<file path="src/hdl/res_pkg.sv">
// ----------------------------------------------------------------------------
// res_pkg
// Shared types and constants of the rainfall event segmenter.
// ----------------------------------------------------------------------------
package res_pkg;

  localparam int MAX_GAP_DEF     = 8;
  localparam int SAMPLE_BITS_DEF = 16;

  localparam int CFG_IDX_W  = 2;
  localparam int CFG_DATA_W = 16;

  localparam logic [CFG_IDX_W-1:0] CFG_WET_THRESHOLD = 2'd0;
  localparam logic [CFG_IDX_W-1:0] CFG_END_GAP       = 2'd1;
  localparam logic [CFG_IDX_W-1:0] CFG_PEAK_PERCENT  = 2'd2;

  localparam logic [15:0] WET_THRESHOLD_RST = 16'd20;
  localparam logic [3:0]  END_GAP_RST       = 4'd3;
  localparam logic [6:0]  PEAK_PERCENT_RST  = 7'd60;

  typedef enum logic [2:0] {
    OP_NONE,
    OP_LOAD,
    OP_EVAL,
    OP_READ,
    OP_DRAIN,
    OP_WET,
    OP_EMIT,
    OP_FINISH
  } op_t;

  typedef struct packed {
    op_t op;
  } dp_cmd_t;

  typedef struct packed {
    logic wet;
    logic in_event;
    logic dry_pending;
    logic close;
    logic drain_done;
    logic last;
    logic out_free;
  } dp_stat_t;

endpackage

</file>
<file path="src/hdl/res_ctrl.sv">
// ----------------------------------------------------------------------------
// res_ctrl
// Sequencer: steps one item through classify, held-dry drain, wet commit,
// series end and record hand-off.
// ----------------------------------------------------------------------------
module res_ctrl (
  input  logic              clk,
  input  logic              rst_n,
  input  logic              in_valid,
  output logic              in_stall,
  input  res_pkg::dp_stat_t stat,
  output res_pkg::dp_cmd_t  cmd
);

  typedef enum logic [2:0] {
    S_IDLE,
    S_EVAL,
    S_READ,
    S_DRAIN,
    S_WET,
    S_FINISH,
    S_EMIT
  } state_t;

  state_t state_r, state_nxt;
  logic   in_stall_r, in_stall_nxt;

  always_comb begin
    state_nxt = state_r;
    cmd.op    = res_pkg::OP_NONE;
    case (state_r)
      S_IDLE: begin
        if (in_valid) begin
          cmd.op    = res_pkg::OP_LOAD;
          state_nxt = S_EVAL;
        end
      end
      S_EVAL: begin
        cmd.op = res_pkg::OP_EVAL;
        if (stat.wet && stat.in_event && stat.dry_pending) begin
          state_nxt = S_READ;
        end else if (stat.wet) begin
          state_nxt = S_WET;
        end else if (stat.in_event && stat.close) begin
          state_nxt = S_EMIT;
        end else begin
          state_nxt = S_FINISH;
        end
      end
      S_READ: begin
        cmd.op    = res_pkg::OP_READ;
        state_nxt = S_DRAIN;
      end
      S_DRAIN: begin
        cmd.op = res_pkg::OP_DRAIN;
        if (stat.drain_done) begin
          state_nxt = S_WET;
        end
      end
      S_WET: begin
        cmd.op    = res_pkg::OP_WET;
        state_nxt = S_FINISH;
      end
      S_FINISH: begin
        if (stat.last && stat.in_event) begin
          state_nxt = S_EMIT;
        end else begin
          cmd.op    = res_pkg::OP_FINISH;
          state_nxt = S_IDLE;
        end
      end
      S_EMIT: begin
        if (stat.out_free) begin
          cmd.op    = res_pkg::OP_EMIT;
          state_nxt = S_IDLE;
        end
      end
      default: begin
        state_nxt = S_IDLE;
      end
    endcase
    in_stall_nxt = (state_nxt != S_IDLE);
  end

  always_ff @(posedge clk) begin
    if (!rst_n) begin
      state_r    <= S_IDLE;
      in_stall_r <= 1'b0;
    end else begin
      state_r    <= state_nxt;
      in_stall_r <= in_stall_nxt;
    end
  end

  assign in_stall = in_stall_r;

  ap_load_only_idle: assert property (@(posedge clk) disable iff (!rst_n)
    (cmd.op == res_pkg::OP_LOAD) |-> (state_r == S_IDLE && !in_stall_r))
    else $error("item taken outside idle");

  ap_emit_waits: assert property (@(posedge clk) disable iff (!rst_n)
    (state_r == S_EMIT && !stat.out_free) |=> (state_r == S_EMIT))
    else $error("record dropped while output full");

  ap_drain_after_read: assert property (@(posedge clk) disable iff (!rst_n)
    (state_r == S_READ) |=> (state_r == S_DRAIN))
    else $error("drain not started after read");

endmodule

</file>
<file path="src/hdl/res_datapath.sv">
// ----------------------------------------------------------------------------
// res_datapath
// Event state, held dry-hour store, soil and peak tracking, configuration
// registers and the output record register.
// ----------------------------------------------------------------------------
module res_datapath #(
  parameter int MAX_GAP     = res_pkg::MAX_GAP_DEF,
  parameter int SAMPLE_BITS = res_pkg::SAMPLE_BITS_DEF
) (
  input  logic                             clk,
  input  logic                             rst_n,
  input  res_pkg::dp_cmd_t                 cmd,
  output res_pkg::dp_stat_t                stat,
  input  logic [SAMPLE_BITS-1:0]           in_precip,
  input  logic [23:0]                      in_soil_capacity,
  input  logic                             in_series_end,
  input  logic                             cfg_we,
  input  logic [res_pkg::CFG_IDX_W-1:0]    cfg_index,
  input  logic [res_pkg::CFG_DATA_W-1:0]   cfg_data,
  input  logic                             out_stall,
  output logic                             out_valid,
  output logic [31:0]                      out_start_hour,
  output logic [15:0]                      out_event_hours,
  output logic [31:0]                      out_total_precip,
  output logic [31:0]                      out_runoff_precip,
  output logic [15:0]                      out_peak_intensity,
  output logic [15:0]                      out_peak_offset,
  output logic                             out_soil_saturated
);

  localparam int DW = $clog2(MAX_GAP + 1);
  localparam int IW = (MAX_GAP > 1) ? $clog2(MAX_GAP) : 1;
  localparam int GW = ((DW > 4) ? DW : 4) + 1;
  localparam int PW = SAMPLE_BITS + 7;

  // configuration
  logic [15:0] wet_thr_r;
  logic [3:0]  end_gap_r;
  logic [6:0]  peak_pct_r;

  // item
  logic [SAMPLE_BITS-1:0] v_r;
  logic [23:0]            cap_r;
  logic                   last_r;

  // held dry hours
  logic [SAMPLE_BITS-1:0] pend_mem [MAX_GAP];
  logic [SAMPLE_BITS-1:0] rd_data_r;
  logic                   mem_we;
  logic                   mem_re;
  logic [IW-1:0]          rd_idx;

  // event state
  logic [31:0]            hour_r, hour_nxt;
  logic                   in_event_r, in_event_nxt;
  logic [DW-1:0]          dry_run_r, dry_run_nxt;
  logic [DW-1:0]          k_r, k_nxt;
  logic [31:0]            start_r, start_nxt;
  logic [15:0]            committed_r, committed_nxt;
  logic [31:0]            total_r, total_nxt;
  logic [23:0]            cap_left_r, cap_left_nxt;
  logic                   sat_r, sat_nxt;
  logic [SAMPLE_BITS-1:0] max_r, max_nxt;
  logic [15:0]            peak_at_r, peak_at_nxt;
  logic [31:0]            rr_r, rr_nxt;
  logic [31:0]            rap_r, rap_nxt;

  logic                   out_valid_r;

  // working values
  logic                   wet;
  logic [GW-1:0]          gap_c;
  logic [SAMPLE_BITS-1:0] cv;
  logic [31:0]            cv32;
  logic [31:0]            cap32;
  logic [32:0]            rr_sum;
  logic [31:0]            rr_add;
  logic [32:0]            tot_sum;
  logic [31:0]            tot_add;
  logic [15:0]            off_inc;
  logic [PW-1:0]          prod_v;
  logic [PW-1:0]          prod_m;
  logic                   commit_en;
  logic                   clr;
  logic [31:0]            max32;
  logic [15:0]            pk;
  logic                   emit;

  assign wet = 32'(v_r) > 32'(wet_thr_r);

  always_comb begin
    if (end_gap_r == 4'd0) begin
      gap_c = GW'(1);
    end else if (GW'(end_gap_r) > GW'(MAX_GAP)) begin
      gap_c = GW'(MAX_GAP);
    end else begin
      gap_c = GW'(end_gap_r);
    end
  end

  assign stat.wet         = wet;
  assign stat.in_event    = in_event_r;
  assign stat.dry_pending = (dry_run_r != '0);
  assign stat.close       = (GW'(dry_run_r) + GW'(1)) >= gap_c;
  assign stat.drain_done  = (k_r == dry_run_r);
  assign stat.last        = last_r;
  assign stat.out_free    = !out_valid_r || !out_stall;

  assign emit      = (cmd.op == res_pkg::OP_EMIT);
  assign commit_en = (cmd.op == res_pkg::OP_DRAIN) || (cmd.op == res_pkg::OP_WET);
  assign clr       = emit || ((cmd.op == res_pkg::OP_FINISH) && last_r);
  assign mem_we    = (cmd.op == res_pkg::OP_EVAL) && !wet && in_event_r;
  assign mem_re    = (cmd.op == res_pkg::OP_READ) ||
                     ((cmd.op == res_pkg::OP_DRAIN) && (k_r != dry_run_r));
  assign rd_idx    = (cmd.op == res_pkg::OP_READ) ? '0 : k_r[IW-1:0];

  always_comb begin
    cv      = (cmd.op == res_pkg::OP_DRAIN) ? rd_data_r : v_r;
    cv32    = 32'(cv);
    cap32   = 32'(cap_left_r);
    rr_sum  = {1'b0, rr_r} + {1'b0, cv32};
    rr_add  = rr_sum[32] ? 32'hFFFF_FFFF : rr_sum[31:0];
    tot_sum = {1'b0, total_r} + {1'b0, 32'(v_r)};
    tot_add = tot_sum[32] ? 32'hFFFF_FFFF : tot_sum[31:0];
    off_inc = (committed_r == 16'hFFFF) ? 16'hFFFF : committed_r + 16'd1;
    prod_v  = PW'(cv) * PW'(100);
    prod_m  = PW'(max_r) * PW'(peak_pct_r);

    hour_nxt      = hour_r;
    in_event_nxt  = in_event_r;
    dry_run_nxt   = dry_run_r;
    k_nxt         = k_r;
    start_nxt     = start_r;
    committed_nxt = committed_r;
    total_nxt     = total_r;
    cap_left_nxt  = cap_left_r;
    sat_nxt       = sat_r;
    max_nxt       = max_r;
    peak_at_nxt   = peak_at_r;
    rr_nxt        = rr_r;
    rap_nxt       = rap_r;

    case (cmd.op)
      res_pkg::OP_EVAL: begin
        hour_nxt = (hour_r == 32'hFFFF_FFFF) ? hour_r : hour_r + 32'd1;
        if (wet && !in_event_r) begin
          in_event_nxt = 1'b1;
          start_nxt    = hour_r;
          cap_left_nxt = cap_r;
          if (cap_r == 24'd0) begin
            sat_nxt     = 1'b1;
            rr_nxt      = '0;
            rap_nxt     = '0;
            peak_at_nxt = '0;
            max_nxt     = '0;
          end
        end else if (!wet && in_event_r) begin
          dry_run_nxt = dry_run_r + DW'(1);
          total_nxt   = tot_add;
        end
      end
      res_pkg::OP_READ: begin
        k_nxt = DW'(1);
      end
      res_pkg::OP_DRAIN: begin
        if (k_r != dry_run_r) begin
          k_nxt = k_r + DW'(1);
        end
      end
      res_pkg::OP_WET: begin
        total_nxt   = tot_add;
        dry_run_nxt = '0;
      end
      default: begin
      end
    endcase

    if (commit_en) begin
      committed_nxt = off_inc;
      if (!sat_r) begin
        if (cap32 <= cv32) begin
          sat_nxt     = 1'b1;
          rr_nxt      = cv32 - cap32;
          rap_nxt     = cv32 - cap32;
          peak_at_nxt = off_inc;
          max_nxt     = '0;
        end else begin
          cap_left_nxt = 24'(cap32 - cv32);
        end
      end else begin
        rr_nxt = rr_add;
        if (cv > max_r) begin
          max_nxt     = cv;
          peak_at_nxt = committed_r;
          rap_nxt     = rr_add;
        end else if (prod_v >= prod_m) begin
          peak_at_nxt = committed_r;
          rap_nxt     = rr_add;
        end
      end
    end

    if (clr) begin
      in_event_nxt  = 1'b0;
      dry_run_nxt   = '0;
      start_nxt     = '0;
      committed_nxt = '0;
      total_nxt     = '0;
      cap_left_nxt  = '0;
      sat_nxt       = 1'b0;
      max_nxt       = '0;
      peak_at_nxt   = '0;
      rr_nxt        = '0;
      rap_nxt       = '0;
      if (last_r) begin
        hour_nxt = '0;
      end
    end
  end

  always_ff @(posedge clk) begin
    if (!rst_n) begin
      wet_thr_r   <= res_pkg::WET_THRESHOLD_RST;
      end_gap_r   <= res_pkg::END_GAP_RST;
      peak_pct_r  <= res_pkg::PEAK_PERCENT_RST;
      last_r      <= 1'b0;
      hour_r      <= '0;
      in_event_r  <= 1'b0;
      dry_run_r   <= '0;
      k_r         <= '0;
      start_r     <= '0;
      committed_r <= '0;
      total_r     <= '0;
      cap_left_r  <= '0;
      sat_r       <= 1'b0;
      max_r       <= '0;
      peak_at_r   <= '0;
      rr_r        <= '0;
      rap_r       <= '0;
      out_valid_r <= 1'b0;
    end else begin
      if (cfg_we) begin
        case (cfg_index)
          res_pkg::CFG_WET_THRESHOLD: wet_thr_r  <= cfg_data[15:0];
          res_pkg::CFG_END_GAP:       end_gap_r  <= cfg_data[3:0];
          res_pkg::CFG_PEAK_PERCENT:  peak_pct_r <= cfg_data[6:0];
          default: begin
          end
        endcase
      end
      if (cmd.op == res_pkg::OP_LOAD) begin
        last_r <= in_series_end;
      end
      hour_r      <= hour_nxt;
      in_event_r  <= in_event_nxt;
      dry_run_r   <= dry_run_nxt;
      k_r         <= k_nxt;
      start_r     <= start_nxt;
      committed_r <= committed_nxt;
      total_r     <= total_nxt;
      cap_left_r  <= cap_left_nxt;
      sat_r       <= sat_nxt;
      max_r       <= max_nxt;
      peak_at_r   <= peak_at_nxt;
      rr_r        <= rr_nxt;
      rap_r       <= rap_nxt;
      if (emit) begin
        out_valid_r <= 1'b1;
      end else if (!out_stall) begin
        out_valid_r <= 1'b0;
      end
    end
  end

  // item payload
  always_ff @(posedge clk) begin
    if (cmd.op == res_pkg::OP_LOAD) begin
      v_r   <= in_precip;
      cap_r <= in_soil_capacity;
    end
  end

  // held dry-hour store
  always_ff @(posedge clk) begin
    if (mem_we) begin
      pend_mem[dry_run_r[IW-1:0]] <= v_r;
    end
    if (mem_re) begin
      rd_data_r <= pend_mem[rd_idx];
    end
  end

  assign max32 = 32'(max_r);
  assign pk    = (max32 > 32'h0000_FFFF) ? 16'hFFFF : max32[15:0];

  // record register
  always_ff @(posedge clk) begin
    if (emit) begin
      out_start_hour     <= start_r;
      out_event_hours    <= committed_r;
      out_total_precip   <= total_r;
      out_runoff_precip  <= sat_r ? rap_r : 32'd0;
      out_peak_intensity <= sat_r ? pk : 16'd0;
      out_peak_offset    <= sat_r ? peak_at_r : 16'd0;
      out_soil_saturated <= sat_r;
    end
  end

  assign out_valid = out_valid_r;

  ap_dry_run_bound: assert property (@(posedge clk) disable iff (!rst_n)
    32'(dry_run_r) <= 32'(MAX_GAP))
    else $error("held dry count beyond store depth");

  ap_idle_clear: assert property (@(posedge clk) disable iff (!rst_n)
    !in_event_r |-> (committed_r == 16'd0 && dry_run_r == '0 && total_r == 32'd0))
    else $error("event state left over outside an event");

  ap_emit_free: assert property (@(posedge clk) disable iff (!rst_n)
    emit |-> (!out_valid_r || !out_stall))
    else $error("record overwritten while stalled");

  ap_emit_valid: assert property (@(posedge clk) disable iff (!rst_n)
    emit |=> out_valid_r)
    else $error("record not presented after close");

endmodule

</file>
<file path="src/hdl/rainfall_event_segmenter_top.sv">
// ----------------------------------------------------------------------------
// rainfall_event_segmenter_top
// Splits a series of hourly rain samples into events, one record per event.
//
// Input channel (in_*): one hourly sample per item with the soil capacity and
// a series end mark; taken when in_valid is high and in_stall is low.
// Result channel (out_*): one record when an event closes, held in an output
// register; taken when out_valid is high and out_stall is low.
// Configuration (cfg_*): cfg_ready is always high; cfg_index selects wet
// threshold, end gap or peak percent. Write only between items.
// Per item: a dry hour is loaded, classified and finished; a wet hour adds
// a commit; a wet hour that commits n held dry hours (n at most MAX_GAP - 1)
// first reads them back from the dry-hour store, one entry a cycle. An item
// that closes an event by the gap goes to the hand-off instead; a series end
// that closes an event adds a hand-off; the record is valid in the next cycle.
// Reset clears all event state and restores the register defaults.
// A stalled receiver holds the record; an item that closes another event
// then waits in the hand-off state and in_stall stays high.
// ----------------------------------------------------------------------------
module rainfall_event_segmenter_top #(
  parameter int MAX_GAP     = res_pkg::MAX_GAP_DEF,
  parameter int SAMPLE_BITS = res_pkg::SAMPLE_BITS_DEF
) (
  input  logic                           clk,
  input  logic                           rst_n,
  input  logic                           in_valid,
  output logic                           in_stall,
  input  logic [SAMPLE_BITS-1:0]         in_precip,
  input  logic [23:0]                    in_soil_capacity,
  input  logic                           in_series_end,
  output logic                           out_valid,
  input  logic                           out_stall,
  output logic [31:0]                    out_start_hour,
  output logic [15:0]                    out_event_hours,
  output logic [31:0]                    out_total_precip,
  output logic [31:0]                    out_runoff_precip,
  output logic [15:0]                    out_peak_intensity,
  output logic [15:0]                    out_peak_offset,
  output logic                           out_soil_saturated,
  input  logic                           cfg_valid,
  output logic                           cfg_ready,
  input  logic [res_pkg::CFG_IDX_W-1:0]  cfg_index,
  input  logic [res_pkg::CFG_DATA_W-1:0] cfg_data
);

  res_pkg::dp_cmd_t  cmd;
  res_pkg::dp_stat_t stat;

  assign cfg_ready = 1'b1;

  res_ctrl u_ctrl (
    .clk      (clk),
    .rst_n    (rst_n),
    .in_valid (in_valid),
    .in_stall (in_stall),
    .stat     (stat),
    .cmd      (cmd)
  );

  res_datapath #(
    .MAX_GAP     (MAX_GAP),
    .SAMPLE_BITS (SAMPLE_BITS)
  ) u_datapath (
    .clk                (clk),
    .rst_n              (rst_n),
    .cmd                (cmd),
    .stat               (stat),
    .in_precip          (in_precip),
    .in_soil_capacity   (in_soil_capacity),
    .in_series_end      (in_series_end),
    .cfg_we             (cfg_valid && cfg_ready),
    .cfg_index          (cfg_index),
    .cfg_data           (cfg_data),
    .out_stall          (out_stall),
    .out_valid          (out_valid),
    .out_start_hour     (out_start_hour),
    .out_event_hours    (out_event_hours),
    .out_total_precip   (out_total_precip),
    .out_runoff_precip  (out_runoff_precip),
    .out_peak_intensity (out_peak_intensity),
    .out_peak_offset    (out_peak_offset),
    .out_soil_saturated (out_soil_saturated)
  );

endmodule
</file>
<file path="config.mk">
export PLATFORM = sky130hd
export DESIGN_NAME = rainfall_event_segmenter_top
export DESIGN_NICKNAME = d
export VERILOG_FILES = /design/src/hdl/res_pkg.sv /design/src/hdl/res_ctrl.sv /design/src/hdl/res_datapath.sv /design/src/hdl/rainfall_event_segmenter_top.sv
export SDC_FILE = /design/constraint.sdc
export NUM_CORES = 2
export LEC_CHECK = 0
export BUFFER_PORTS_ARGS = -buffer_cell sky130_fd_sc_hd__buf_2
export CORE_AREA = 3 3 240 418
export DETAILED_ROUTE_END_ITERATION = 6
export DIE_AREA = 0 0 243 421
export SYNTH_ARGS = -nofsm -noshare
export SYNTH_HDL_FRONTEND = slang
export SYNTH_SLANG_ARGS = --single-unit
</file>
<file path="constraint.sdc">
create_clock -name clk -period 7.3 [get_ports clk]
set_clock_uncertainty 0.1 [all_clocks]
set_input_delay 0.365 -clock clk [delete_from_list [all_inputs] [get_ports clk]]
set_output_delay 0.365 -clock clk [all_outputs]
set_load 0.02 [all_outputs]
</file>
==> results.yml <==
status:
  status: "finished, final reports clean"
timing:
  min_period_ns: 6.99
  fin_ws_ns: 0.306
  hold_viol: 0
  fmaxAchievable_mhz: 143
  max_slew_margin: 0.206
  period_share: 0.958
  setup_viol: 0
  report.final.slew_viol_count: 0
  worstMarginPinSlew_ns: 1.19
synthesis:
  synth_enable_flop_cells: 329
  ys_types: 102
  yosys-top-cells-area: "edfxtp_1 29%, dfxtp_1 16%, ha_1 7.6%"
  yosys_warnings: 0
  syn_nets: 3755
  syn-instance-count: 3403
  syn_area_per_cell_um2: 9.95
  synth_ff_type: "edfxtp_1"
  yosysTopAreaCell: "edfxtp_1"
  async_flop_share: 0
  syn_area_um2: 33900
  yosysSeqAreaShare: 0.454
  ys_ff_latch: 604
  synth_top_cell_area_share: 0.292
critical_path:
  worstSetupPathType: "reg2reg"
  cp-start-kind: "register"
  r2r_slack_ns: 0.31
  critPathArrivalTime_ns: 7.52
  slowest_stage: "fa_1"
  reg2reg_from: "u_datapath.peak_pct_r[3]$_SDFFE_PN1P_"
  cp-end-kind: "register"
  critPathRequiredTime_ns: 7.82
  cp_top_family: "adder cells"
  cp.buffers_inverters: 8
  critPathMaxStageDelay_ns: 0.56
  crit_fanout: 14
  crit_path_start: "u_datapath.peak_pct_r[3]$_SDFFE_PN1P_"
  crit_top_cell: "buf_4"
cts:
  insertion_delay_ns: 0.68
  cts_tree: "done"
  cts_root_buf: "clkbuf_16"
  cts_sinks: 604
  cts-buffers-inserted: 59
  clk_pin_slew_worst_paths_ns: 0.07
  cts_buffer_depth: 3
  h-tree-depth: 2
cells_and_area:
  nets: 4036
  layout_commonest_cell: "nand2_1"
  areaGrowthSynthToFinish_pct: 17.5
  instances_no_fill: 5038
  fillers: 9526
  layout_common_cells: "336 x nand2_1, 329 x edfxtp_1, 279 x a21oi_1, 269 x dfxtp_1, 268 x nor2_1"
  drive_gt1_frac: 0.146
global_routing:
  track_usage: 0.203
  grt_pass1_wl_um: 162000
  use_met1: 0.218
  gr-usage-met2: 0.381
  gr-usage-met3: 0.0242
  grt_max_degree: 110
  antenna_found_initial: 5
  grt_overflow: 0
  grt-busiest-layer: "met2"
  grt_pass1_vias: 27500
floorplanning:
  fp.coreArea_um2: 97100
  die_width_um: 243
  initial_core_util: 0.349
  ios: 212
  fp.dieH_um: 421
  die-area_um2: 102000
  rows: 151
place:
  dp_hpwl_um: 78900
  gp_congestion: 0.932
  pre_cts_slack_ns: -0.0137
  placed_cells: 4857
  buffer_ports.inserted: 210
power:
  pwr_density_cell_nw_per_um2: 253
  leakagePower_nw: 15.6
  peakVddDrop_mv: 0.189
  power_mw: 10.1
routing:
  drt-initial-drc-count: 1551
  antenna_left: 0
  wl_um: 107000
  dr.pass1.iters: 6
  drc: 0
  wl_per_cell_um: 21.2
  viasPerCell: 5.36
  vias: 27000
min_path:
  holdCritPathClass: "in2reg"
  hp-start: "cfg_index[0]"
run:
  drv_cap: 0
-- tightest hold or removal path: cells and delay by family --
kind	cells	cell delay [ns]
buffers and inverters	1	0.11
AO/OA/AOI/OAI	1	0.05
AND/OR/NAND/NOR	2	0.24
-- logic make-up after synthesis --
kind of cell | count (synthesis) | share of synthesized area
simple gates | 1108 | 0.157
compound gates | 798 | 0.152
flops | 604 | 0.454
buf+inv | 380 | 0.0434
fa+ha+maj | 293 | 0.126
xor+xnor | 137 | 0.0357
mux | 82 | 0.0316
other cells | 1 | 0.000111
-- registers in the layout, summed over array words and instances (netlist names), 24 cells and up --
| signal | count |
|---|---|
| u_datapath.total_r | 32 |
| u_datapath.out_runoff_precip | 32 |
| u_datapath.cap_r | 24 |
| u_datapath.rr_r | 32 |
| u_datapath.start_r | 32 |
| u_datapath.hour_r | 32 |
| u_datapath.rap_r | 32 |
| u_datapath.out_total_precip | 32 |
| u_datapath.pend_mem | 128 |
| u_datapath.cap_left_r | 24 |
| u_datapath.out_start_hour | 32 |
-- metrics by stage --
stage	setup TNS (ns)	utilization	hold slack (ns)	instance area, um^2
after floorplan	0	-	0.306	33900
after global placement	0	0.380	0.313	36900
after detailed placement	-0.0268	0.380	0.314	36900
after CTS	0	0.408	0.0138	39600
after global routing	-0.0300	0.410	0.0716	39800
final	0	0.410	0.0589	39800
-- power by group --
part	switching (mW)	total, mW	internal (mW)
Clock	1.46	3.42	1.96
Combinational	1.70	2.76	1.06
Sequential	0.161	3.89	3.73
-- per-layer routing --
layer,part of all wire,wire [um]
met5,0,0
met3,0.045,4830
met1,0.37,38900
met2,0.53,56100
met4,0.063,6720
-- synthesized netlist by cell type, types with 7 or more instances --
library cell,n
nand2_1,337
edfxtp_1,329
a21oi_1,280
dfxtp_1,275
nor2_1,273
ha_1,205
inv_1,204
o21ai_0,150
and2_1,140
clkbuf_1,134
nand3_1,89
fa_1,83
xnor2_1,79
nor3_1,69
xor2_1,57
mux2i_1,45
and3_1,44
a211oi_1,41
a21o_1,41
a311oi_1,35
or3_1,30
o211ai_1,27
nor2b_1,25
nand4_1,23
o21a_1,23
o22ai_1,22
a31oi_1,21
buf_1,19
mux2_2,19
buf_2,17
mux4_2,16
nand2b_1,16
a221oi_1,15
nor4_1,14
o21bai_1,11
a22oi_1,10
and4_1,10
nor3b_1,9
o31ai_1,9
a32oi_1,8
a211o_1,7
a21boi_0,7
-- path summary, 6_finish.rpt --
check,end,depth (start not counted)
max,u_datapath.rap_r[13]$_SDFF_PP0_,30
min,u_datapath.wet_thr_r[11]$_SDFFE_PN0P_,4
max reg2reg,u_datapath.rap_r[13]$_SDFF_PP0_,30
min reg2reg,u_datapath.out_start_hour[7]$_DFFE_PP_,0
-- area by class of cell --
cell class                 count  area (um^2)  area share
sequential                   604        15400       0.387
tap                         1300         1630      0.0409
timing repair buffer         394         2650      0.0665
antenna                        3         7.51    0.000189
clock inverter                35          532      0.0134
inverter                     206          778      0.0196
multi-input combinational   2419        17200       0.432
clock buffer                  77         1600      0.0403
-- repair_timing --
| action | CTS | global route |
|---|---|---|
| hold buffers | 61 | 0 |
| hold endpoints to repair | 69 | 0 |
| pin swaps | 0 | 8 |
| endpoints found under the setup margin | 2 | 48 |
| setup buffers | 0 | 5 |
| resized for setup | 1 | 29 |
Note: power is estimated with default switching activity, not from simulation.
